[src/dhv_pkg.sv]
// dhv_pkg: shared constants for the DDS header validator.
// Field widths, word offsets, fixed header values and size limits.
// No dependencies; compile first.
package dhv_pkg;

    localparam int WORD_W     = 32;
    localparam int SIZE_W     = 27;
    localparam int POS_W      = 6;
    localparam int WORD_COUNT = 37;

    // Default limits for the top-level parameters
    localparam int DEF_MAX_DIMENSION  = 4096;
    localparam int DEF_MAX_MIP_LEVELS = 13;

    // Header word offsets (in words)
    localparam logic [POS_W-1:0] POS_MAGIC     = 6'd0;
    localparam logic [POS_W-1:0] POS_SIZE      = 6'd1;
    localparam logic [POS_W-1:0] POS_FLAGS     = 6'd2;
    localparam logic [POS_W-1:0] POS_HEIGHT    = 6'd3;
    localparam logic [POS_W-1:0] POS_WIDTH     = 6'd4;
    localparam logic [POS_W-1:0] POS_PITCH     = 6'd5;
    localparam logic [POS_W-1:0] POS_MIPCOUNT  = 6'd7;
    localparam logic [POS_W-1:0] POS_PF_SIZE   = 6'd19;
    localparam logic [POS_W-1:0] POS_PF_FLAGS  = 6'd20;
    localparam logic [POS_W-1:0] POS_FOURCC    = 6'd21;
    localparam logic [POS_W-1:0] POS_CAPS      = 6'd27;
    localparam logic [POS_W-1:0] POS_DXGI_FMT  = 6'd32;
    localparam logic [POS_W-1:0] POS_RES_DIM   = 6'd33;
    localparam logic [POS_W-1:0] POS_ARRAY_SZ  = 6'd35;
    localparam logic [POS_W-1:0] POS_LAST      = 6'd36;
    localparam logic [POS_W-1:0] POS_DONE      = 6'd37;

    // Fixed header values
    localparam logic [WORD_W-1:0] DDS_MAGIC    = 32'h2053_4444;
    localparam logic [WORD_W-1:0] DX10_TAG     = 32'h3031_5844;
    localparam logic [WORD_W-1:0] HDR_SIZE     = 32'd124;
    localparam logic [WORD_W-1:0] FLAGS_BASE   = 32'h0000_100F;
    localparam logic [WORD_W-1:0] FLAGS_MIPMAP = 32'h0002_0000;
    localparam logic [WORD_W-1:0] CAPS_BASE    = 32'h0000_1000;
    localparam logic [WORD_W-1:0] CAPS_MIPMAP  = 32'h0040_0008;
    localparam logic [WORD_W-1:0] PF_SIZE      = 32'd32;
    localparam logic [WORD_W-1:0] PF_FLAGS     = 32'd4;
    localparam logic [WORD_W-1:0] DXGI_FMT     = 32'd28;
    localparam logic [WORD_W-1:0] RES_DIM      = 32'd3;
    localparam logic [WORD_W-1:0] ARRAY_SZ     = 32'd1;

    // File size limits
    localparam int HEADER_BYTES = 148;
    localparam logic [SIZE_W-1:0] MIN_FILE = 27'd152;
    localparam logic [SIZE_W-1:0] MAX_FILE = 27'd67108864;

endpackage

[src/dhv_if.sv]
// dhv_if: valid/ready channels of the DDS header validator.
// Header word input channel and verdict output channel.
// Depends on dhv_pkg.
interface dhv_in_if import dhv_pkg::*; ();
    logic              valid;
    logic              ready;
    logic [WORD_W-1:0] header_word;
    logic [SIZE_W-1:0] total_bytes;
    logic              first_word;

    modport source (output valid, header_word, total_bytes, first_word, input ready);
    modport sink   (input valid, header_word, total_bytes, first_word, output ready);
endinterface

interface dhv_out_if ();
    logic valid;
    logic ready;
    logic header_valid;

    modport source (output valid, header_valid, input ready);
    modport sink   (input valid, header_valid, output ready);
endinterface

[src/dds_header_validator_core.sv]
// Intake: one header word per cycle while the job queue is not full; a new header
// can come in while earlier ones are still summed. A header that passes the field
// checks gets its verdict once its L mip levels are summed, one level per cycle
// through the shared multiplier; one that already failed skips the sum.
// Reset: rst_n is asynchronous, active low; it clears position, checks and queue.
//
// dds_header_validator_core: top level; depends on dhv_pkg, dhv_if, dhv_front,
// dhv_queue and dhv_back.
module dds_header_validator_core import dhv_pkg::*; #(
    parameter int MAX_DIMENSION  = DEF_MAX_DIMENSION,
    parameter int MAX_MIP_LEVELS = DEF_MAX_MIP_LEVELS
) (
    input  logic      clk,
    input  logic      rst_n,
    dhv_in_if.sink    hdr,
    dhv_out_if.source result
);

    localparam int DIM_W = $clog2(MAX_DIMENSION + 1);
    localparam int LVL_W = $clog2(MAX_MIP_LEVELS + 1);
    localparam int JOB_W = 1 + SIZE_W + LVL_W + 2 * DIM_W;

    // Job handoff: front pushes a finished header, back pops it
    logic             job_push;
    logic [JOB_W-1:0] job_in;
    logic             job_full;
    logic             job_pop;
    logic [JOB_W-1:0] job_out;
    logic             job_empty;

    // Front half: check each word as it arrives, track per-header state
    dhv_front #(
        .MAX_DIMENSION  (MAX_DIMENSION),
        .MAX_MIP_LEVELS (MAX_MIP_LEVELS),
        .DIM_W          (DIM_W),
        .LVL_W          (LVL_W),
        .JOB_W          (JOB_W)
    ) u_front (
        .clk      (clk),
        .rst_n    (rst_n),
        .hdr      (hdr),
        .job_push (job_push),
        .job_data (job_in),
        .job_full (job_full)
    );

    // Hold up to two finished headers so intake can go on while the sum runs
    dhv_queue #(
        .WIDTH (JOB_W)
    ) u_queue (
        .clk       (clk),
        .rst_n     (rst_n),
        .push      (job_push),
        .push_data (job_in),
        .full      (job_full),
        .pop       (job_pop),
        .pop_data  (job_out),
        .empty     (job_empty)
    );

    // Back half: sum the mip chain and compare against the file size
    dhv_back #(
        .MAX_DIMENSION  (MAX_DIMENSION),
        .MAX_MIP_LEVELS (MAX_MIP_LEVELS),
        .DIM_W          (DIM_W),
        .LVL_W          (LVL_W),
        .JOB_W          (JOB_W)
    ) u_back (
        .clk       (clk),
        .rst_n     (rst_n),
        .job_empty (job_empty),
        .job_data  (job_out),
        .job_pop   (job_pop),
        .result    (result)
    );

endmodule

[src/dhv_front.sv]
// dhv_front: per-word header checks, one word per cycle while the job queue has room.
// Pushes one job per completed header into the job queue.
// Depends on dhv_pkg and dhv_if.
module dhv_front import dhv_pkg::*; #(
    parameter int MAX_DIMENSION  = DEF_MAX_DIMENSION,
    parameter int MAX_MIP_LEVELS = DEF_MAX_MIP_LEVELS,
    parameter int DIM_W          = $clog2(MAX_DIMENSION + 1),
    parameter int LVL_W          = $clog2(MAX_MIP_LEVELS + 1),
    parameter int JOB_W          = 1 + SIZE_W + LVL_W + 2 * DIM_W
) (
    input  logic             clk,
    input  logic             rst_n,
    dhv_in_if.sink           hdr,
    output logic             job_push,
    output logic [JOB_W-1:0] job_data,
    input  logic             job_full
);

    localparam logic [DIM_W-1:0]  DIM_MAX  = DIM_W'(MAX_DIMENSION);
    localparam logic [LVL_W-1:0]  LVL_MAX  = LVL_W'(MAX_MIP_LEVELS);
    localparam logic [WORD_W-1:0] DIM_LIM  = WORD_W'(MAX_DIMENSION);
    localparam logic [WORD_W-1:0] LVL_LIM  = WORD_W'(MAX_MIP_LEVELS);

    logic [POS_W-1:0]  pos_reg,      pos_next;
    logic [SIZE_W-1:0] size_reg,     size_next;
    logic [DIM_W-1:0]  width_reg,    width_next;
    logic [DIM_W-1:0]  height_reg,   height_next;
    logic [LVL_W-1:0]  levels_reg,   levels_next;
    logic [WORD_W-1:0] flags_reg,    flags_next;
    logic              mismatch_reg, mismatch_next;

    logic              accept;
    logic              first;
    logic [POS_W-1:0]  eff_pos;
    logic              active;
    logic              word_ok;
    logic [WORD_W-1:0] word;
    logic              dim_range_ok;
    logic [DIM_W-1:0]  dim_clip;
    logic              lvl_range_ok;
    logic [LVL_W-1:0]  lvl_clip;
    logic [WORD_W-1:0] flags_expect;
    logic [WORD_W-1:0] caps_expect;
    logic              size_ok;

    assign hdr.ready = !job_full;
    assign accept    = hdr.valid && hdr.ready;
    assign first     = hdr.first_word;
    assign word      = hdr.header_word;
    assign eff_pos   = first ? '0 : pos_reg;
    assign active    = eff_pos < POS_DONE;

    assign dim_range_ok = (word != '0) && (word <= DIM_LIM);
    assign dim_clip     = (word > DIM_LIM) ? DIM_MAX : word[DIM_W-1:0];
    assign lvl_range_ok = (word != '0) && (word <= LVL_LIM);
    assign lvl_clip     = (word > LVL_LIM) ? LVL_MAX : word[LVL_W-1:0];
    assign flags_expect = FLAGS_BASE | ((lvl_clip > LVL_W'(1)) ? FLAGS_MIPMAP : '0);
    assign caps_expect  = CAPS_BASE | ((levels_next > LVL_W'(1)) ? CAPS_MIPMAP : '0);

    always_comb
    begin
        // Restart wipes the per-header state before this word is checked
        size_next     = first ? hdr.total_bytes : size_reg;
        width_next    = first ? '0 : width_reg;
        height_next   = first ? '0 : height_reg;
        levels_next   = first ? '0 : levels_reg;
        flags_next    = first ? '0 : flags_reg;
        word_ok       = (word == '0);
        unique case (eff_pos)
            POS_MAGIC:    word_ok = (word == DDS_MAGIC);
            POS_SIZE:     word_ok = (word == HDR_SIZE);
            POS_FLAGS:
            begin
                flags_next = word;
                word_ok    = 1'b1;
            end
            POS_HEIGHT:
            begin
                height_next = dim_clip;
                word_ok     = dim_range_ok;
            end
            POS_WIDTH:
            begin
                width_next = dim_clip;
                word_ok    = dim_range_ok;
            end
            POS_PITCH:    word_ok = (word == WORD_W'({width_next, 2'b00}));
            POS_MIPCOUNT:
            begin
                levels_next = lvl_clip;
                word_ok     = lvl_range_ok && (flags_next == flags_expect);
            end
            POS_PF_SIZE:  word_ok = (word == PF_SIZE);
            POS_PF_FLAGS: word_ok = (word == PF_FLAGS);
            POS_FOURCC:   word_ok = (word == DX10_TAG);
            POS_CAPS:     word_ok = (word == caps_expect);
            POS_DXGI_FMT: word_ok = (word == DXGI_FMT);
            POS_RES_DIM:  word_ok = (word == RES_DIM);
            POS_ARRAY_SZ: word_ok = (word == ARRAY_SZ);
            default:      word_ok = (word == '0);
        endcase
        mismatch_next = (!first && mismatch_reg) || (active && !word_ok);
        pos_next      = active ? eff_pos + POS_W'(1) : eff_pos;
    end

    assign size_ok  = (size_next >= MIN_FILE) && (size_next <= MAX_FILE);
    assign job_push = accept && (eff_pos == POS_LAST);
    assign job_data = {(!mismatch_next && size_ok), size_next, levels_next,
                       height_next, width_next};

    always_ff @(posedge clk or negedge rst_n)
    begin
        if (!rst_n)
        begin
            pos_reg      <= '0;
            size_reg     <= '0;
            width_reg    <= '0;
            height_reg   <= '0;
            levels_reg   <= '0;
            flags_reg    <= '0;
            mismatch_reg <= 1'b0;
        end
        else if (accept)
        begin
            pos_reg      <= pos_next;
            size_reg     <= size_next;
            width_reg    <= width_next;
            height_reg   <= height_next;
            levels_reg   <= levels_next;
            flags_reg    <= flags_next;
            mismatch_reg <= mismatch_next;
        end
    end

endmodule

[src/dhv_queue.sv]
// dhv_queue: two-entry job queue between the front and back halves.
// Generic payload width; no package dependency.
// Lets word intake continue while the mip chain is summed.
module dhv_queue #(
    parameter int WIDTH = 8
) (
    input  logic             clk,
    input  logic             rst_n,
    input  logic             push,
    input  logic [WIDTH-1:0] push_data,
    output logic             full,
    input  logic             pop,
    output logic [WIDTH-1:0] pop_data,
    output logic             empty
);

    logic [WIDTH-1:0] entry_reg [2];
    logic             wr_ptr_reg, wr_ptr_next;
    logic             rd_ptr_reg, rd_ptr_next;
    logic [1:0]       count_reg,  count_next;

    assign full     = (count_reg == 2'd2);
    assign empty    = (count_reg == 2'd0);
    assign pop_data = entry_reg[rd_ptr_reg];

    always_comb
    begin
        wr_ptr_next = push ? !wr_ptr_reg : wr_ptr_reg;
        rd_ptr_next = pop  ? !rd_ptr_reg : rd_ptr_reg;
        count_next  = count_reg + 2'(push) - 2'(pop);
    end

    always_ff @(posedge clk)
    begin
        if (push)
        begin
            entry_reg[wr_ptr_reg] <= push_data;
        end
    end

    always_ff @(posedge clk or negedge rst_n)
    begin
        if (!rst_n)
        begin
            wr_ptr_reg <= 1'b0;
            rd_ptr_reg <= 1'b0;
            count_reg  <= 2'd0;
        end
        else
        begin
            wr_ptr_reg <= wr_ptr_next;
            rd_ptr_reg <= rd_ptr_next;
            count_reg  <= count_next;
        end
    end

`ifndef SYNTHESIS
    a_no_overflow: assert property (@(posedge clk) disable iff (!rst_n)
        !(push && full && !pop))
        else $error("job queue overflow");
    a_no_underflow: assert property (@(posedge clk) disable iff (!rst_n)
        !(pop && empty))
        else $error("job queue underflow");
`endif

endmodule

[src/dhv_back.sv]
// dhv_back: mip-chain summation and final size comparison.
// One mip level per cycle through a shared multiplier, then one compare.
// Depends on dhv_pkg and dhv_if.
module dhv_back import dhv_pkg::*; #(
    parameter int MAX_DIMENSION  = DEF_MAX_DIMENSION,
    parameter int MAX_MIP_LEVELS = DEF_MAX_MIP_LEVELS,
    parameter int DIM_W          = $clog2(MAX_DIMENSION + 1),
    parameter int LVL_W          = $clog2(MAX_MIP_LEVELS + 1),
    parameter int JOB_W          = 1 + SIZE_W + LVL_W + 2 * DIM_W
) (
    input  logic             clk,
    input  logic             rst_n,
    input  logic             job_empty,
    input  logic [JOB_W-1:0] job_data,
    output logic             job_pop,
    dhv_out_if.source        result
);

    localparam int PROD_W = 2 * DIM_W;
    localparam int SUM_W  = 2 * DIM_W + 3;
    localparam int CMP_W  = (SUM_W + 1 > SIZE_W + 1) ? SUM_W + 1 : SIZE_W + 1;

    typedef enum logic [2:0] {
        B_IDLE = 3'b001,
        B_RUN  = 3'b010,
        B_DONE = 3'b100
    } back_state_t;

    back_state_t       state_reg, state_next;
    logic [DIM_W-1:0]  w_reg, w_next;
    logic [DIM_W-1:0]  h_reg, h_next;
    logic [LVL_W-1:0]  lev_reg, lev_next;
    logic [LVL_W-1:0]  cnt_reg, cnt_next;
    logic [SIZE_W-1:0] size_reg, size_next;
    logic [PROD_W-1:0] prod_reg, prod_next;
    logic              prod_vld_reg, prod_vld_next;
    logic [SUM_W-1:0]  sum_reg, sum_next;
    logic              chain_ok_reg, chain_ok_next;
    logic              out_vld_reg, out_vld_next;
    logic              out_bit_reg, out_bit_next;

    logic              job_ok;
    logic [SIZE_W-1:0] job_size;
    logic [LVL_W-1:0]  job_lev;
    logic [DIM_W-1:0]  job_h;
    logic [DIM_W-1:0]  job_w;
    logic              issue;
    logic              size_match;

    assign {job_ok, job_size, job_lev, job_h, job_w} = job_data;

    assign result.valid        = out_vld_reg;
    assign result.header_valid = out_bit_reg;

    assign job_pop    = (state_reg == B_IDLE) && !job_empty && !out_vld_reg;
    assign issue      = (cnt_reg < lev_reg);
    assign size_match = (CMP_W'(sum_reg) + CMP_W'(HEADER_BYTES)) == CMP_W'(size_reg);

    always_comb
    begin
        state_next    = state_reg;
        w_next        = w_reg;
        h_next        = h_reg;
        lev_next      = lev_reg;
        cnt_next      = cnt_reg;
        size_next     = size_reg;
        prod_next     = prod_reg;
        prod_vld_next = prod_vld_reg;
        sum_next      = sum_reg;
        chain_ok_next = chain_ok_reg;
        out_vld_next  = (out_vld_reg && !result.ready);
        out_bit_next  = out_bit_reg;
        unique case (state_reg)
            B_IDLE:
            begin
                if (job_pop)
                begin
                    if (job_ok)
                    begin
                        w_next        = job_w;
                        h_next        = job_h;
                        lev_next      = job_lev;
                        size_next     = job_size;
                        cnt_next      = '0;
                        sum_next      = '0;
                        prod_vld_next = 1'b0;
                        chain_ok_next = 1'b1;
                        state_next    = B_RUN;
                    end
                    else
                    begin
                        // Header already failed: skip the chain
                        out_vld_next = 1'b1;
                        out_bit_next = 1'b0;
                    end
                end
            end
            B_RUN:
            begin
                // Accumulate the product issued last cycle
                sum_next = sum_reg + (prod_vld_reg ? SUM_W'({prod_reg, 2'b00}) : '0);
                if (issue)
                begin
                    prod_next     = w_reg * h_reg;
                    prod_vld_next = 1'b1;
                    if ((LVL_W'(cnt_reg + LVL_W'(1)) < lev_reg) &&
                        (w_reg == DIM_W'(1)) && (h_reg == DIM_W'(1)))
                    begin
                        chain_ok_next = 1'b0;
                    end
                    w_next   = (w_reg > DIM_W'(1)) ? (w_reg >> 1) : DIM_W'(1);
                    h_next   = (h_reg > DIM_W'(1)) ? (h_reg >> 1) : DIM_W'(1);
                    cnt_next = cnt_reg + LVL_W'(1);
                end
                else
                begin
                    prod_vld_next = 1'b0;
                    if (!prod_vld_reg)
                    begin
                        state_next = B_DONE;
                    end
                end
            end
            B_DONE:
            begin
                out_vld_next = 1'b1;
                out_bit_next = chain_ok_reg && size_match;
                state_next   = B_IDLE;
            end
            default:
            begin
                state_next = B_IDLE;
            end
        endcase
    end

    always_ff @(posedge clk)
    begin
        w_reg        <= w_next;
        h_reg        <= h_next;
        lev_reg      <= lev_next;
        cnt_reg      <= cnt_next;
        size_reg     <= size_next;
        prod_reg     <= prod_next;
        sum_reg      <= sum_next;
        chain_ok_reg <= chain_ok_next;
        out_bit_reg  <= out_bit_next;
    end

    always_ff @(posedge clk or negedge rst_n)
    begin
        if (!rst_n)
        begin
            state_reg    <= B_IDLE;
            prod_vld_reg <= 1'b0;
            out_vld_reg  <= 1'b0;
        end
        else
        begin
            state_reg    <= state_next;
            prod_vld_reg <= prod_vld_next;
            out_vld_reg  <= out_vld_next;
        end
    end

`ifndef SYNTHESIS
    a_done_after_flush: assert property (@(posedge clk) disable iff (!rst_n)
        (state_reg == B_DONE) |-> (!prod_vld_reg && (cnt_reg == lev_reg)))
        else $error("verdict taken before the mip sum is complete");
    a_out_slot_free: assert property (@(posedge clk) disable iff (!rst_n)
        (state_reg == B_DONE) |-> !out_vld_reg)
        else $error("verdict would overwrite a pending result");
    a_cnt_bound: assert property (@(posedge clk) disable iff (!rst_n)
        (state_reg == B_RUN) |-> (cnt_reg <= lev_reg))
        else $error("mip level counter ran past the level count");
`endif

endmodule
[src/flat_wrapper.sv]
// flat-port wrapper written by rule: the top's interface ports become plain ports
module dds_header_validator_core_flat import dhv_pkg::*;
#(
    parameter int MAX_DIMENSION  = DEF_MAX_DIMENSION,
    parameter int MAX_MIP_LEVELS = DEF_MAX_MIP_LEVELS
)
  (clk, rst_n, hdr_valid, hdr_header_word, hdr_total_bytes, hdr_first_word, hdr_ready, result_valid, result_header_valid, result_ready);
  dhv_in_if hdr_i ();
  dhv_out_if result_i ();
  input  logic clk;
  input  logic rst_n;
  input wire logic [$bits(hdr_i.valid)-1:0] hdr_valid;
  input wire logic [$bits(hdr_i.header_word)-1:0] hdr_header_word;
  input wire logic [$bits(hdr_i.total_bytes)-1:0] hdr_total_bytes;
  input wire logic [$bits(hdr_i.first_word)-1:0] hdr_first_word;
  output wire logic [$bits(hdr_i.ready)-1:0] hdr_ready;
  output wire logic [$bits(result_i.valid)-1:0] result_valid;
  output wire logic [$bits(result_i.header_valid)-1:0] result_header_valid;
  input wire logic [$bits(result_i.ready)-1:0] result_ready;
  assign hdr_i.valid = hdr_valid;
  assign hdr_i.header_word = hdr_header_word;
  assign hdr_i.total_bytes = hdr_total_bytes;
  assign hdr_i.first_word = hdr_first_word;
  assign hdr_ready = hdr_i.ready;
  assign result_valid = result_i.valid;
  assign result_header_valid = result_i.header_valid;
  assign result_i.ready = result_ready;
  dds_header_validator_core #(.MAX_DIMENSION(MAX_DIMENSION), .MAX_MIP_LEVELS(MAX_MIP_LEVELS)) u_core (.clk(clk), .rst_n(rst_n), .hdr(hdr_i), .result(result_i));
endmodule
[config.mk]
export PLATFORM = sky130hd
export DESIGN_NAME = dds_header_validator_core_flat
export DESIGN_NICKNAME = d
export VERILOG_FILES = /design/src/dhv_pkg.sv /design/src/dhv_if.sv /design/src/dds_header_validator_core.sv /design/src/dhv_front.sv /design/src/dhv_queue.sv /design/src/dhv_back.sv /design/src/flat_wrapper.sv
export SDC_FILE = /design/constraint.sdc
export NUM_CORES = 1
export LEC_CHECK = 0
export BUFFER_PORTS_ARGS = -buffer_cell sky130_fd_sc_hd__buf_2
export CORE_AREA = 2 2 223 225
export CTS_CLUSTER_DIAMETER = 30
export DETAILED_ROUTE_END_ITERATION = 6
export DIE_AREA = 0 0 225 227
export GPL_ROUTABILITY_DRIVEN = 0
export MAX_ROUTING_LAYER = met4
export PLACE_DENSITY = 0.62
export SLEW_MARGIN = 5
export SYNTH_ARGS = -nofsm -noshare
export SYNTH_HDL_FRONTEND = slang
export SYNTH_SLANG_ARGS = --single-unit
[constraint.sdc]
create_clock -name clk -period 6.6 [get_ports clk]
set_input_delay 0 -clock clk [delete_from_list [all_inputs] [get_ports clk]]
set_output_delay 0 -clock clk [all_outputs]
set_load 0.1 [all_outputs]
==> results.md, run 1 <==
Run status:
- The run finished with clean final reports.

Final layout:
- The number of inserted diodes is 0.
- The count of filler cells inserted in the layout is 4063.
- The library cell used most frequently in the layout, excluding fill and tap cells, is sky130_fd_sc_hd__nand2_1.
- The area growth from synthesis to layout is 19.1%.
- The library cells used most frequently in the layout, excluding fill and tap cells, are 248 x sky130_fd_sc_hd__nand2_1, 232 x sky130_fd_sc_hd__edfxtp_1, 179 x sky130_fd_sc_hd__inv_1.
- The proportion of layout cells with a drive suffix above 1 is 0.139.
- The number of nets in the finished design is 2425.
- The register with the most flip-flops in the layout has 116 of them.
- Once layout is complete, the cells apart from fillers number 2811.

Floorplanning:
- The die covers 51100 µm².
- The die is 225 µm wide.
- Measured along the y axis, the die boundary spans 227 µm.
- The region available for standard cell placement spans 48500 µm².
- The row count is 81.
- For this configuration, the core starts out at a cell density of 0.448.
- 67 I/O pins were placed.

Critical path:
- The endpoint of the most critical register-to-register path is u_core.u_back.prod_reg[24].
- STA classifies the critical path startpoint as a flip-flop.
- On the worst path, the slowest cell contributes a delay of 700 ps.
- The worst reg2reg path startpoint is u_core.u_back.h_reg[6].
- The cell repeated most along the worst path is sky130_fd_sc_hd__fa_1.
- In this run the worst setup path terminates at u_core.u_back.prod_reg[24].
- The capturing element type of the critical path is a flip-flop.
- For this design, the slowest cell found on the critical path is sky130_fd_sc_hd__edfxtp_1.
- The category of the critical setup timing path is flip-flop to flip-flop.
- Counting cells, the worst reg-to-reg path comes to 17.
- The worst endpoint data arrival time is 6400 ps.
- The launch point of the critical path is u_core.u_back.h_reg[6].
- The signal on the critical path passes through nand2_1 > fa_1 > inv_1 > fa_1 > inv_1 > fa_1 > inv_1 > fa_1 > fa_1 > ha_1 > or4_1 > o221ai_1 > a211oi_1 > o31ai_1 > nor2b_1 > o21ai_0 > xor2_1.
- The required time of the worst setup path is 6930 ps.
- The top fanout value on the critical path is 15.
- The slack of the worst reg-to-reg path is 530 ps.

Pwr:
- In this run the static leakage power is 0.0109 µW.
- The switching power summed over all nets is 4520 µW.
- The power density relative to cell area is 474 nW/µm².
- Of the total power, the share spent switching nets is 0.368.
- The design internal power is 7760 µW.
- The part of the total power dissipated in the clock network is 0.305.
- The share of total power dissipated in sequential elements is 0.235.
- The portion of total power attributed to combinational logic is 0.460.
- IR analysis of the VDD net gives a maximum drop of 0.000570 V.

Global route:
- The number of global-route vias before repair is 15800.
- The first-pass GRT wire length is 83800 µm.
- The maximum number of pins on one net before global-route repair is 63.
- The initial antenna violation count is 0.
- Summed over all layers, the global routing overflow is 0.
- Across every metal layer, demand over resource in global routing totals 0.214.

Synth:
- The distinct cell type count after synthesis is 75.
- The share of Yosys cell area claimed by the top area cell type is 0.320.
- After synthesis the netlist holds a flip-flop and latch count of 337.
- The number of enable-type register cells in the synthesized netlist is 232.
- The share of the Yosys chip area taken by registers is 0.441.
- Counting every instance in the synthesized netlist gives 1990.
- The cell area after technology mapping is 21800 µm².
- The synthesized area per cell is 10.9 µm².
- Of all cell types, the one taking the most synthesized area is sky130_fd_sc_hd__edfxtp_1.
- The commonest register cell after synthesis is sky130_fd_sc_hd__edfxtp_1.
- The synthesized netlist net count is 2287.
- Of all flip-flops after synthesis, the portion carrying an async set or reset was 0.312.
- Yosys attributes the largest share of cell area to sky130_fd_sc_hd__edfxtp_1 32%, sky130_fd_sc_hd__dfrtp_1 12%, sky130_fd_sc_hd__fa_1 11%.
- During synthesis, Yosys emitted a total of 0 warnings.

Clock tree:
- Buffers added to address setup during post-CTS repair amount to 0.
- TritonCTS built the clock tree.
- The number of instances resized during post-cts repair is 0.
- The maximum clock path buffer count is 3.
- The H-tree depth reported by CTS is 3.
- The register clock-pin slew on the reported worst setup and hold paths is 50 ps.
- CTS placed an instance of sky130_fd_sc_hd__clkbuf_16 at the clock tree root.
- Clock tree synthesis found a total of 337 sinks.
- Buffers inserted during clock tree synthesis total 75.
- The insertion delay to the later sink of the worst-skew pair is 600 ps.
- The number of hold buffers added after CTS is 62.

Placed design:
- The pre-CTS setup slack is 556 ps.
- The number of buffers added on ports is 66.
- Once detailed placement completed, the half-perimeter wirelength came to 36300 µm.
- The count of placed standard cells including taps is 2610.

Run:
- The tool flagged a number of max-cap violations equal to 0.

STA:
- At the pin with the least slew margin, the transition time is 925 ps.
- The worst setup margin is 532 ps.
- Summed over all failing endpoints, the final setup total negative slack is 0 ps.
- The number of failing hold endpoints at the final stage came to 0.
- The worst max-slew margin expressed relative to the limit is 0.384.
- Setup repair after global routing left no endpoint under its margin.
- The clock skew after layout is 23.2 ps.
- Dividing the final minimum period by the clock period gives 0.919.
- The final critical path time including I/O delays and setup is 6070 ps.
- The tightest hold path in the finished design has a slack of 41.7 ps.
- The count of endpoints failing setup in the final report is 0.
- The max-slew violation count is 0.
- The upper clock frequency limit is 0.165 GHz.

Routing:
- The DRC violations left is 0.
- The total length of routed wires is 51300 µm.
- The number of search-and-repair iterations in the first detailed-routing pass is 5.
- Dividing the detail-routed wire length by the instance count gives 18.2 µm.
- The count of antenna-violating nets left after detailed routing is 0.
- The vias after detailed routing is 15400.
- The via count normalized by instance count is 5.47.
- The violation count after the first detailed-route iteration is 936.

Min path:
- The tightest min-delay check is of the input pin to async pin type.
==> worst min-delay path by stage <==
stage / from / to / slack [ps]
2_1_floorplan: rst_n / u_core.u_back.prod_vld_reg / -300
3_3_place_gp: rst_n / u_core.u_front.size_reg[26] / 140
3_5_place_dp: rst_n / u_core.u_front.size_reg[26] / 150
4_1_cts: rst_n / u_core.u_front.size_reg[26] / 40
5_1_grt: rst_n / u_core.u_front.size_reg[26] / 100
6_report: rst_n / u_core.u_front.size_reg[26] / 40
==> through the flow <==
stage | power, µW | area (µm²) | util
global route | 13100 | 25900 | 0.534
floorplan | 7120 | 21800 | -
CTS | 12400 | 25900 | 0.534
finish | 12300 | 25900 | 0.534
detailed placement | 8570 | 22700 | 0.468
global placement | 8430 | 22700 | 0.468
==> layer usage <==
metal / part of all wire / up-vias / global-route usage
met4: 0.020 / 0 / 0.0669
met5: 0 / - / -
met2: 0.49 / 372 / 0.346
met3: 0.044 / 78 / 0.0337
li1: - / 7241 / -
met1: 0.45 / 7672 / 0.278
==> kinds of logic (layout without fill, tap and decap cells) <==
family / after synthesis / count (layout) / synth area share
DFF: 337 / 337 / 0.441
muxes: 126 / 126 / 0.0619
AOI/OAI and AO/OA: 317 / 317 / 0.0957
and+or+nand+nor: 623 / 623 / 0.144
adders and majority gates: 233 / 233 / 0.176
buffers and inverters: 268 / 467 / 0.0468
xor gates and xnor gates: 86 / 86 / 0.0346
==> worst max-delay path: cells and delay by family (launching register included) <==
family                   cells  cell delay, ps
AO/OA/AOI/OAI                4            1040
XOR/XNOR                     1             160
adder cells (fa/ha/maj)      6            2780
buffers and inverters        3             170
flip-flops                   1             700
AND/OR/NAND/NOR              3             980
==> cell usage after synthesis (47+ instances only) <==
cell type                  number
sky130_fd_sc_hd__ha_1         111
sky130_fd_sc_hd__nand2_1      248
sky130_fd_sc_hd__nor2_1        71
sky130_fd_sc_hd__o21ai_0      114
sky130_fd_sc_hd__mux2_2        68
sky130_fd_sc_hd__and2_1       103
sky130_fd_sc_hd__fa_1         122
sky130_fd_sc_hd__dfrtp_1      104
sky130_fd_sc_hd__mux2i_1       57
sky130_fd_sc_hd__inv_1        179
sky130_fd_sc_hd__xnor2_1       51
sky130_fd_sc_hd__a21oi_1       47
sky130_fd_sc_hd__clkbuf_1      76
sky130_fd_sc_hd__edfxtp_1     232
==> layout make-up <==
| class | instances | area, µm² | share of cell area |
|---|---|---|---|
| Tap cell | 622 | 778 | 0.0300 |
| Clock buffer | 87 | 1980 | 0.0765 |
| Multi-Input combinational cell | 1385 | 11200 | 0.431 |
| Sequential cell | 337 | 9600 | 0.370 |
| Inverter | 180 | 676 | 0.0261 |
| Timing Repair Buffer | 149 | 1120 | 0.0431 |
| Clock inverter | 51 | 601 | 0.0232 |
==> power by group through the flow <==
stage	logic, µW	registers [µW]	clock network, µW
after floorplan	4240	2880	0
after detailed placement	5650	2920	0
after global routing	6280	2900	3920
after global placement	5520	2910	0
after CTS	5720	2880	3810
final	5650	2890	3750
Power figures use the tool's default switching activity.
==> inputs of run 2 (changes only) <==
- PLACE_DENSITY: 0.62 -> 0.61
==> run 2 against run 1 <==
  * Utilization increased by 0.56 points
  * Count of clock-buffer cells in the layout increased by 6
  * Worst hold slack got worse by 8.7 ps
  * Critical path depth unchanged
  * Largest cell class unchanged
  * Highest routed layer unchanged
==> results.md, run 2 (synthesis results as in run 1) <==
Run status:
- The flow ran to the end, and the final reports show no timing, DRC or antenna violations.

Clock tree:
- The number of instances resized during post-cts repair is 0 (unchanged).
- TritonCTS built the clock tree.
- The maximum clock path buffer count was 3 (unchanged).
- The register clock-pin slew on the reported worst setup and hold paths is 50 ps (about the same).
- The number of hold buffers added after CTS was 63 (+1.6%).
- The number of buffers inserted by post-CTS setup repair is 0 (unchanged).
- The H-tree depth reported by CTS is 3 (unchanged).
- The insertion delay to the later sink of the worst-skew pair is 600 ps (about the same).
- The clock root buffer is sky130_fd_sc_hd__clkbuf_16.
- The total number of clock tree sinks was 337 (unchanged).
- The CTS buffer count was 83 (+11%).

Floorplanning:
- The total I/O pin count is 67 (unchanged).
- The core box area was 48500 µm² (unchanged).
- The row count is 81 (unchanged).
- The chip height is 227 µm (unchanged).
- The starting utilization of the core area came to 0.448 (unchanged).
- The horizontal die dimension is 225 µm (unchanged).
- The overall die area came to 51100 µm² (unchanged).

Final layout:
- The final standard cell area without fillers is 26200 µm² (+1.0%).
- The most frequent standard cell in the layout excluding fill and tap cells is sky130_fd_sc_hd__nand2_1.
- The number of inserted diodes is 0 (unchanged).
- The top cell types in the final layout, fill and taps aside, are 248 x sky130_fd_sc_hd__nand2_1, 232 x sky130_fd_sc_hd__edfxtp_1, 179 x sky130_fd_sc_hd__inv_1.
- The proportion of layout cells with a drive suffix above 1 is 0.142 (+0.00268).
- The count of filler cells inserted in the layout is 4079 (+0.39%).
- The layout overhead on the synthesized area is 20.4%.
- The number of nets in the finished design is 2433 (+0.33%).
- The number of flip-flops in the largest register is 116 (unchanged).

Routing:
- The number of search-and-repair iterations in the first detailed-routing pass is 7 (+2).
- The violation count after the first detailed-route iteration is 951 (+1.6%).
- The count of antenna-violating nets left after detailed routing is 0 (unchanged).
- The DRC violations left is 0 (unchanged).
- The via count normalized by instance count came to 5.44 (-0.41%).
- The vias after detailed routing is 15400 (+0.12%).
- The average wire length per cell after detail routing is 18.2 µm (-0.36%).
- The total length of routed wires is 51400 µm (+0.18%).

Critical path:
- The worst endpoint data arrival time is 6320 ps (-80 ps).
- STA classifies the critical path endpoint as a flip-flop.
- STA classifies the critical path startpoint as a flip-flop.
- The critical path goes through nand2_1 > fa_1 > inv_1 > fa_1 > fa_1 > inv_1 > fa_1 > fa_1 > inv_1 > ha_1 > or4_1 > o221ai_1 > a211oi_1 > o31ai_1 > nor2b_1 > o21ai_0 > xor2_1.
- The critical path buffer and inverter count is 3 (unchanged).
- For this design, the slowest cell found on the critical path is sky130_fd_sc_hd__edfxtp_1.
- In this design, the critical path's most frequently occurring cell is sky130_fd_sc_hd__fa_1.
- The critical path in this run is classified as flip-flop to flip-flop.
- The top fanout value on the critical path was 15 (unchanged).
- The biggest cell delay along the critical path is 670 ps (-30 ps).
- The required time of the worst setup path is 6920 ps (about the same).
- Broken down by cell family, the worst path's largest delay share belongs to adder cells.

Pwr:
- The leakage power of the design is 0.0110 µW (+1.1%).
- The power density relative to cell area is 481 nW/µm² (+1.5%).
- The worst voltage drop across the vdd grid was 0.000662 V (+16%).

STA:
- The number of failing hold endpoints at the final stage is 0 (unchanged).
- Setup repair after global routing left no endpoint under its margin.
- The max-slew violation count was 0 (unchanged).
- The final-layout setup total negative slack is 0 ps (unchanged).
- The final clock period utilization by the worst path came to 0.910 (-0.00928).
- The slew at the pin with the worst max-slew slack is 1240 ps (+317 ps).
- The count of endpoints failing setup in the final report is 0 (unchanged).
- The upper clock frequency limit is 0.166 GHz (+1.0%).
- The worst max-slew margin expressed relative to the limit is 0.172 (-0.211).
- The clock skew after layout came to 21.6 ps (-1.59 ps).
- The final critical path time including I/O delays and setup came to 6010 ps (-61.2 ps).

Global route:
- The maximum number of pins on one net before global-route repair is 70 (+11%).
- The global-route usage over all layers came to 0.215 (+0.00121).
- The total congestion overflow after global routing came to 0 (unchanged).
- The first-pass GRT wire length is 84100 µm (+0.41%).
- The initial antenna violation count is 0 (unchanged).
- The number of global-route vias before repair came to 16000 (+1.2%).

Placed design:
- The post-placement cell area is 22700 µm² (unchanged).
- The HPWL after detailed placement was 36100 µm (-0.31%).
- The number of buffers added on ports is 66 (unchanged).

Min path:
- The min-delay analysis places its worst path in the category input pin to flip-flop.

Run:
- The number of maximum-capacitance constraint violations was 0 (unchanged).
run 2: worst min-delay path: stages:
cell,delay (ps)
sky130_fd_sc_hd__buf_2,80
sky130_fd_sc_hd__nand2_1,50
sky130_fd_sc_hd__buf_4,260
sky130_fd_sc_hd__nand2_1,130
sky130_fd_sc_hd__nand2_1,50
run 2: power by group:
| part | switching (µW) | internal (µW) | leakage, µW |
|---|---|---|---|
| clock network | 1280 | 2790 | 0.00136 |
| registers | 110 | 2780 | 0.00331 |
| logic | 3180 | 2470 | 0.00633 |
| total | 4570 | 8030 | 0.0110 |
run 2: layout make-up:
| class | instances | area [µm²] | share of cell area |
|---|---|---|---|
| multi-input combinational | 1385 | 11200 | 0.427 |
| inverter | 180 | 676 | 0.0258 |
| tap | 622 | 778 | 0.0297 |
| clock buffer | 93 | 2200 | 0.0839 |
| sequential | 337 | 9600 | 0.366 |
| clock inverter | 60 | 649 | 0.0248 |
| timing repair buffer | 149 | 1120 | 0.0429 |
run 2: path summary, 6_finish.rpt:
kind                                            start                             to  slack [ps]  cells past startpoint
min reg2reg                u_core.u_front.size_reg[1]     u_core.u_front.size_reg[1]         470                      2
max in group asynchronous                       rst_n      u_core.u_queue.rd_ptr_reg        5170                      4
max                            u_core.u_back.w_reg[4]     u_core.u_back.prod_reg[24]         590                     17
max reg2reg                    u_core.u_back.w_reg[4]     u_core.u_back.prod_reg[24]         590                     17
min in group asynchronous                       rst_n     u_core.u_back.state_reg[0]         490                      3
min                                         hdr_valid  u_core.u_front.height_reg[12]          30                      5
run 2: routing by layer:
metal / track usage / share of wire
met1: 0.276 / 0.44
met2: 0.349 / 0.49
met3: 0.0398 / 0.052
met4: 0.0649 / 0.020
met5: - / 0
run 2: per-stage QoR:
stage	setup slack (ps)	cells	total power, µW	hold slack (ps)	utilization
floorplan	1130	1990	7120	-296	-
global placement	770	2610	8460	1.96	0.468
detailed placement	652	2610	8580	5.53	0.468
CTS	634	2826	12800	5.87	0.540
global route	353	2826	13400	59.0	0.540
finish	594	2826	12600	33.0	0.540
==> inputs of run 3 (changes only) <==
- CORE_AREA: 2 2 223 225 -> 2 2 170 296
- DIE_AREA: 0 0 225 227 -> 0 0 172 298
- PLACE_DENSITY: 0.61 -> 0.6
- SKIP_LAST_GASP: default -> 1
==> run 3 against run 2 <==
  * Global-route usage increased by 0.21 points
  * Via count decreased by 1.1%
  * Register-to-register slack improved by 70 ps
  * Design area decreased by 4.4%
  * Routed wire length increased by 2.6%
  * Sequential cell count unchanged
  * Power decreased by 11%
==> results.md, run 3 (synthesis results as in run 1) <==
Final layout:
- The number of nets in the finished design is 2399 (-1.4%).
- The top cell types in the final layout, fill and taps aside, are 248 x sky130_fd_sc_hd__nand2_1, 232 x sky130_fd_sc_hd__edfxtp_1, 179 x sky130_fd_sc_hd__inv_1.
- The number of standard cells in the final layout excluding fillers is 2794 (-1.1%).
- The area growth from synthesis to layout is 15.1%.
- The number of inserted diodes came to 0 (unchanged).
- The number of flip-flops in the largest register is 116 (unchanged).
- The most frequent standard cell in the layout excluding fill and tap cells is sky130_fd_sc_hd__nand2_1.
- The proportion of layout cells with a drive suffix above 1 is 0.120 (-0.0219).

Pwr:
- The overall power consumption is 11200 µW (-11%).
- The worst voltage drop across the vdd grid was 0.000726 V (+9.7%).
- The power density relative to cell area is 448 nW/µm² (-6.9%).
- The leakage power of the design was 0.0104 µW (-5.1%).

STA:
- The count of endpoints failing setup in the final report is 0 (unchanged).
- Setup repair after global routing left no endpoint under its margin.
- The number of failing hold endpoints at the final stage is 0 (unchanged).
- The upper clock frequency limit is 0.168 GHz (+1.1%).
- The final-layout worst hold slack is 209 ps (+176 ps).
- The worst setup margin was 659 ps (+65.5 ps).
- The final critical path time including I/O delays and setup was 5940 ps (-65.5 ps).
- The worst max-slew margin expressed relative to the limit is 0.183 (+0.0107).
- The final clock period utilization by the worst path was 0.900 (-0.00992).
- The slew at the pin with the worst max-slew slack is 1230 ps (-16.1 ps).
- The max-slew violation count came to 0 (unchanged).
- The clock skew after layout was 33.3 ps (+11.7 ps).
- The final-layout setup total negative slack is 0 ps (unchanged).

Floorplanning:
- The total I/O pin count was 67 (unchanged).
- The core box area is 48700 µm² (+0.38%).
- The starting utilization of the core area is 0.447 (-0.00172).
- The horizontal die dimension was 172 µm (-24%).
- The row count is 107 (+32%).
- The overall die area is 51300 µm² (+0.35%).
- The chip height is 298 µm (+31%).

Critical path:
- The required time of the worst setup path is 6890 ps (-30 ps).
- The critical path is of the flip-flop to flip-flop type.
- The capturing element type of the critical path is a flip-flop.
- The worst endpoint data arrival time is 6230 ps (-90 ps).
- The top fanout value on the critical path was 15 (unchanged).
- The startpoint kind of the worst setup timing path is a flip-flop.

Run status:
- The flow ran to the end, and the final reports show no timing, DRC or antenna violations.

Global route:
- The maximum number of pins on one net before global-route repair came to 63 (-10%).
- The total congestion overflow after global routing was 0 (unchanged).
- The first-pass GRT wire length was 84400 µm (+0.39%).
- The number of global-route vias before repair is 16000 (+0.044%).
- The global-route usage over all layers is 0.217 (+0.00211).
- The initial antenna violation count came to 0 (unchanged).

Routing:
- The count of antenna-violating nets left after detailed routing is 0 (unchanged).
- The number of search-and-repair iterations in the first detailed-routing pass came to 5 (-2).
- The vias after detailed routing came to 15200 (-1.1%).
- The via count normalized by instance count is 5.45 (about the same).
- The violation count after the first detailed-route iteration is 801 (-16%).
- The DRC violations left came to 0 (unchanged).
- The average wire length per cell after detail routing is 18.9 µm (+3.8%).
- The total length of routed wires is 52700 µm (+2.6%).

Clock tree:
- TritonCTS built the clock tree.
- The maximum clock path buffer count was 3 (unchanged).
- The tree is rooted in a sky130_fd_sc_hd__clkbuf_16.
- The total number of clock tree sinks is 337 (unchanged).
- The number of buffers inserted by post-CTS setup repair was 0 (unchanged).
- The register clock-pin slew on the reported worst setup and hold paths is 60 ps (about the same).
- The insertion delay to the later sink of the worst-skew pair is 570 ps (-30 ps).
- The number of instances resized during post-cts repair is 0 (unchanged).
- The H-tree depth reported by CTS is 2 (-1).
- The CTS buffer count was 47 (-43%).

Placed design:
- The HPWL after detailed placement is 39400 µm (+9.1%).
- The count of placed standard cells including taps is 2643 (+1.3%).
- The pre-CTS setup slack is 671 ps (+18.7 ps).
- The number of buffers added on ports came to 66 (unchanged).

Min path:
- The min-delay analysis places its worst path in the category input pin to flip-flop.

Run:
- The number of maximum-capacitance constraint violations is 0 (unchanged).
-- run 3: critical path, stage by stage, from the launching register on --
cell	delay (ps)
sky130_fd_sc_hd__edfxtp_1	680
sky130_fd_sc_hd__nand2_1	160
sky130_fd_sc_hd__fa_1	560
sky130_fd_sc_hd__inv_1	60
sky130_fd_sc_hd__fa_1	500
sky130_fd_sc_hd__fa_1	540
sky130_fd_sc_hd__inv_1	50
sky130_fd_sc_hd__fa_1	630
sky130_fd_sc_hd__inv_1	90
sky130_fd_sc_hd__fa_1	490
sky130_fd_sc_hd__ha_1	350
sky130_fd_sc_hd__o21a_1	220
sky130_fd_sc_hd__or3_1	300
sky130_fd_sc_hd__o21ai_0	110
sky130_fd_sc_hd__a211oi_1	100
sky130_fd_sc_hd__o31ai_1	310
sky130_fd_sc_hd__nor2b_1	250
sky130_fd_sc_hd__o21ai_0	120
sky130_fd_sc_hd__xor2_1	160
-- run 3: power by group --
part | switching, µW | leakage (µW) | internal, µW | total (µW)
clock | 1040 | 0.000804 | 1560 | 2610
combinational | 3240 | 0.00633 | 2490 | 5720
sequential | 112 | 0.00331 | 2770 | 2890
-- run 3: per-layer routing --
metal | global-route usage | wire (µm) | vias to the layer above
li1 | - | - | 7177
met1 | 0.236 | 19700 | 7484
met2 | 0.378 | 27700 | 392
met3 | 0.0213 | 1700 | 166
met4 | 0.133 | 3590 | 0
met5 | - | 0 | -
-- run 3: worst paths after layout --
check	from	to	slack, ps	cells past startpoint
setup / recovery	u_core.u_back.w_reg[1]	u_core.u_back.prod_reg[24]	660	18
hold / removal	hdr_header_word[18]	u_core.u_front.flags_reg[18]	210	3
setup reg to reg	u_core.u_back.w_reg[1]	u_core.u_back.prod_reg[24]	660	18
hold reg to reg	u_core.u_front.size_reg[0]	u_core.u_front.size_reg[0]	480	2
max in group asynchronous	rst_n	u_core.u_front.height_reg[5]	4510	4
min in group asynchronous	rst_n	u_core.u_front.width_reg[10]	430	3
-- run 3: per-stage QoR --
step | util | instance area, µm²
2_1_floorplan | - | 21800
3_3_place_gp | 0.467 | 22800
3_5_place_dp | 0.467 | 22800
4_1_cts | 0.514 | 25100
5_1_grt | 0.514 | 25100
6_report | 0.514 | 25100
-- run 3: what timing repair did --
item | CTS | global route
hold endpoints to repair | 192 | 0
hold buffers | 64 | 0
endpoints found under the setup margin | 0 | 0
-- run 3: final cells by class --
cell class                 count  area, µm²
clock buffer                  51       1200
sequential                   337       9600
multi-input combinational   1385      11200
tap                          654        818
fill                        4358      23700
timing repair buffer         151       1130
clock inverter                36        453
inverter                     180        676
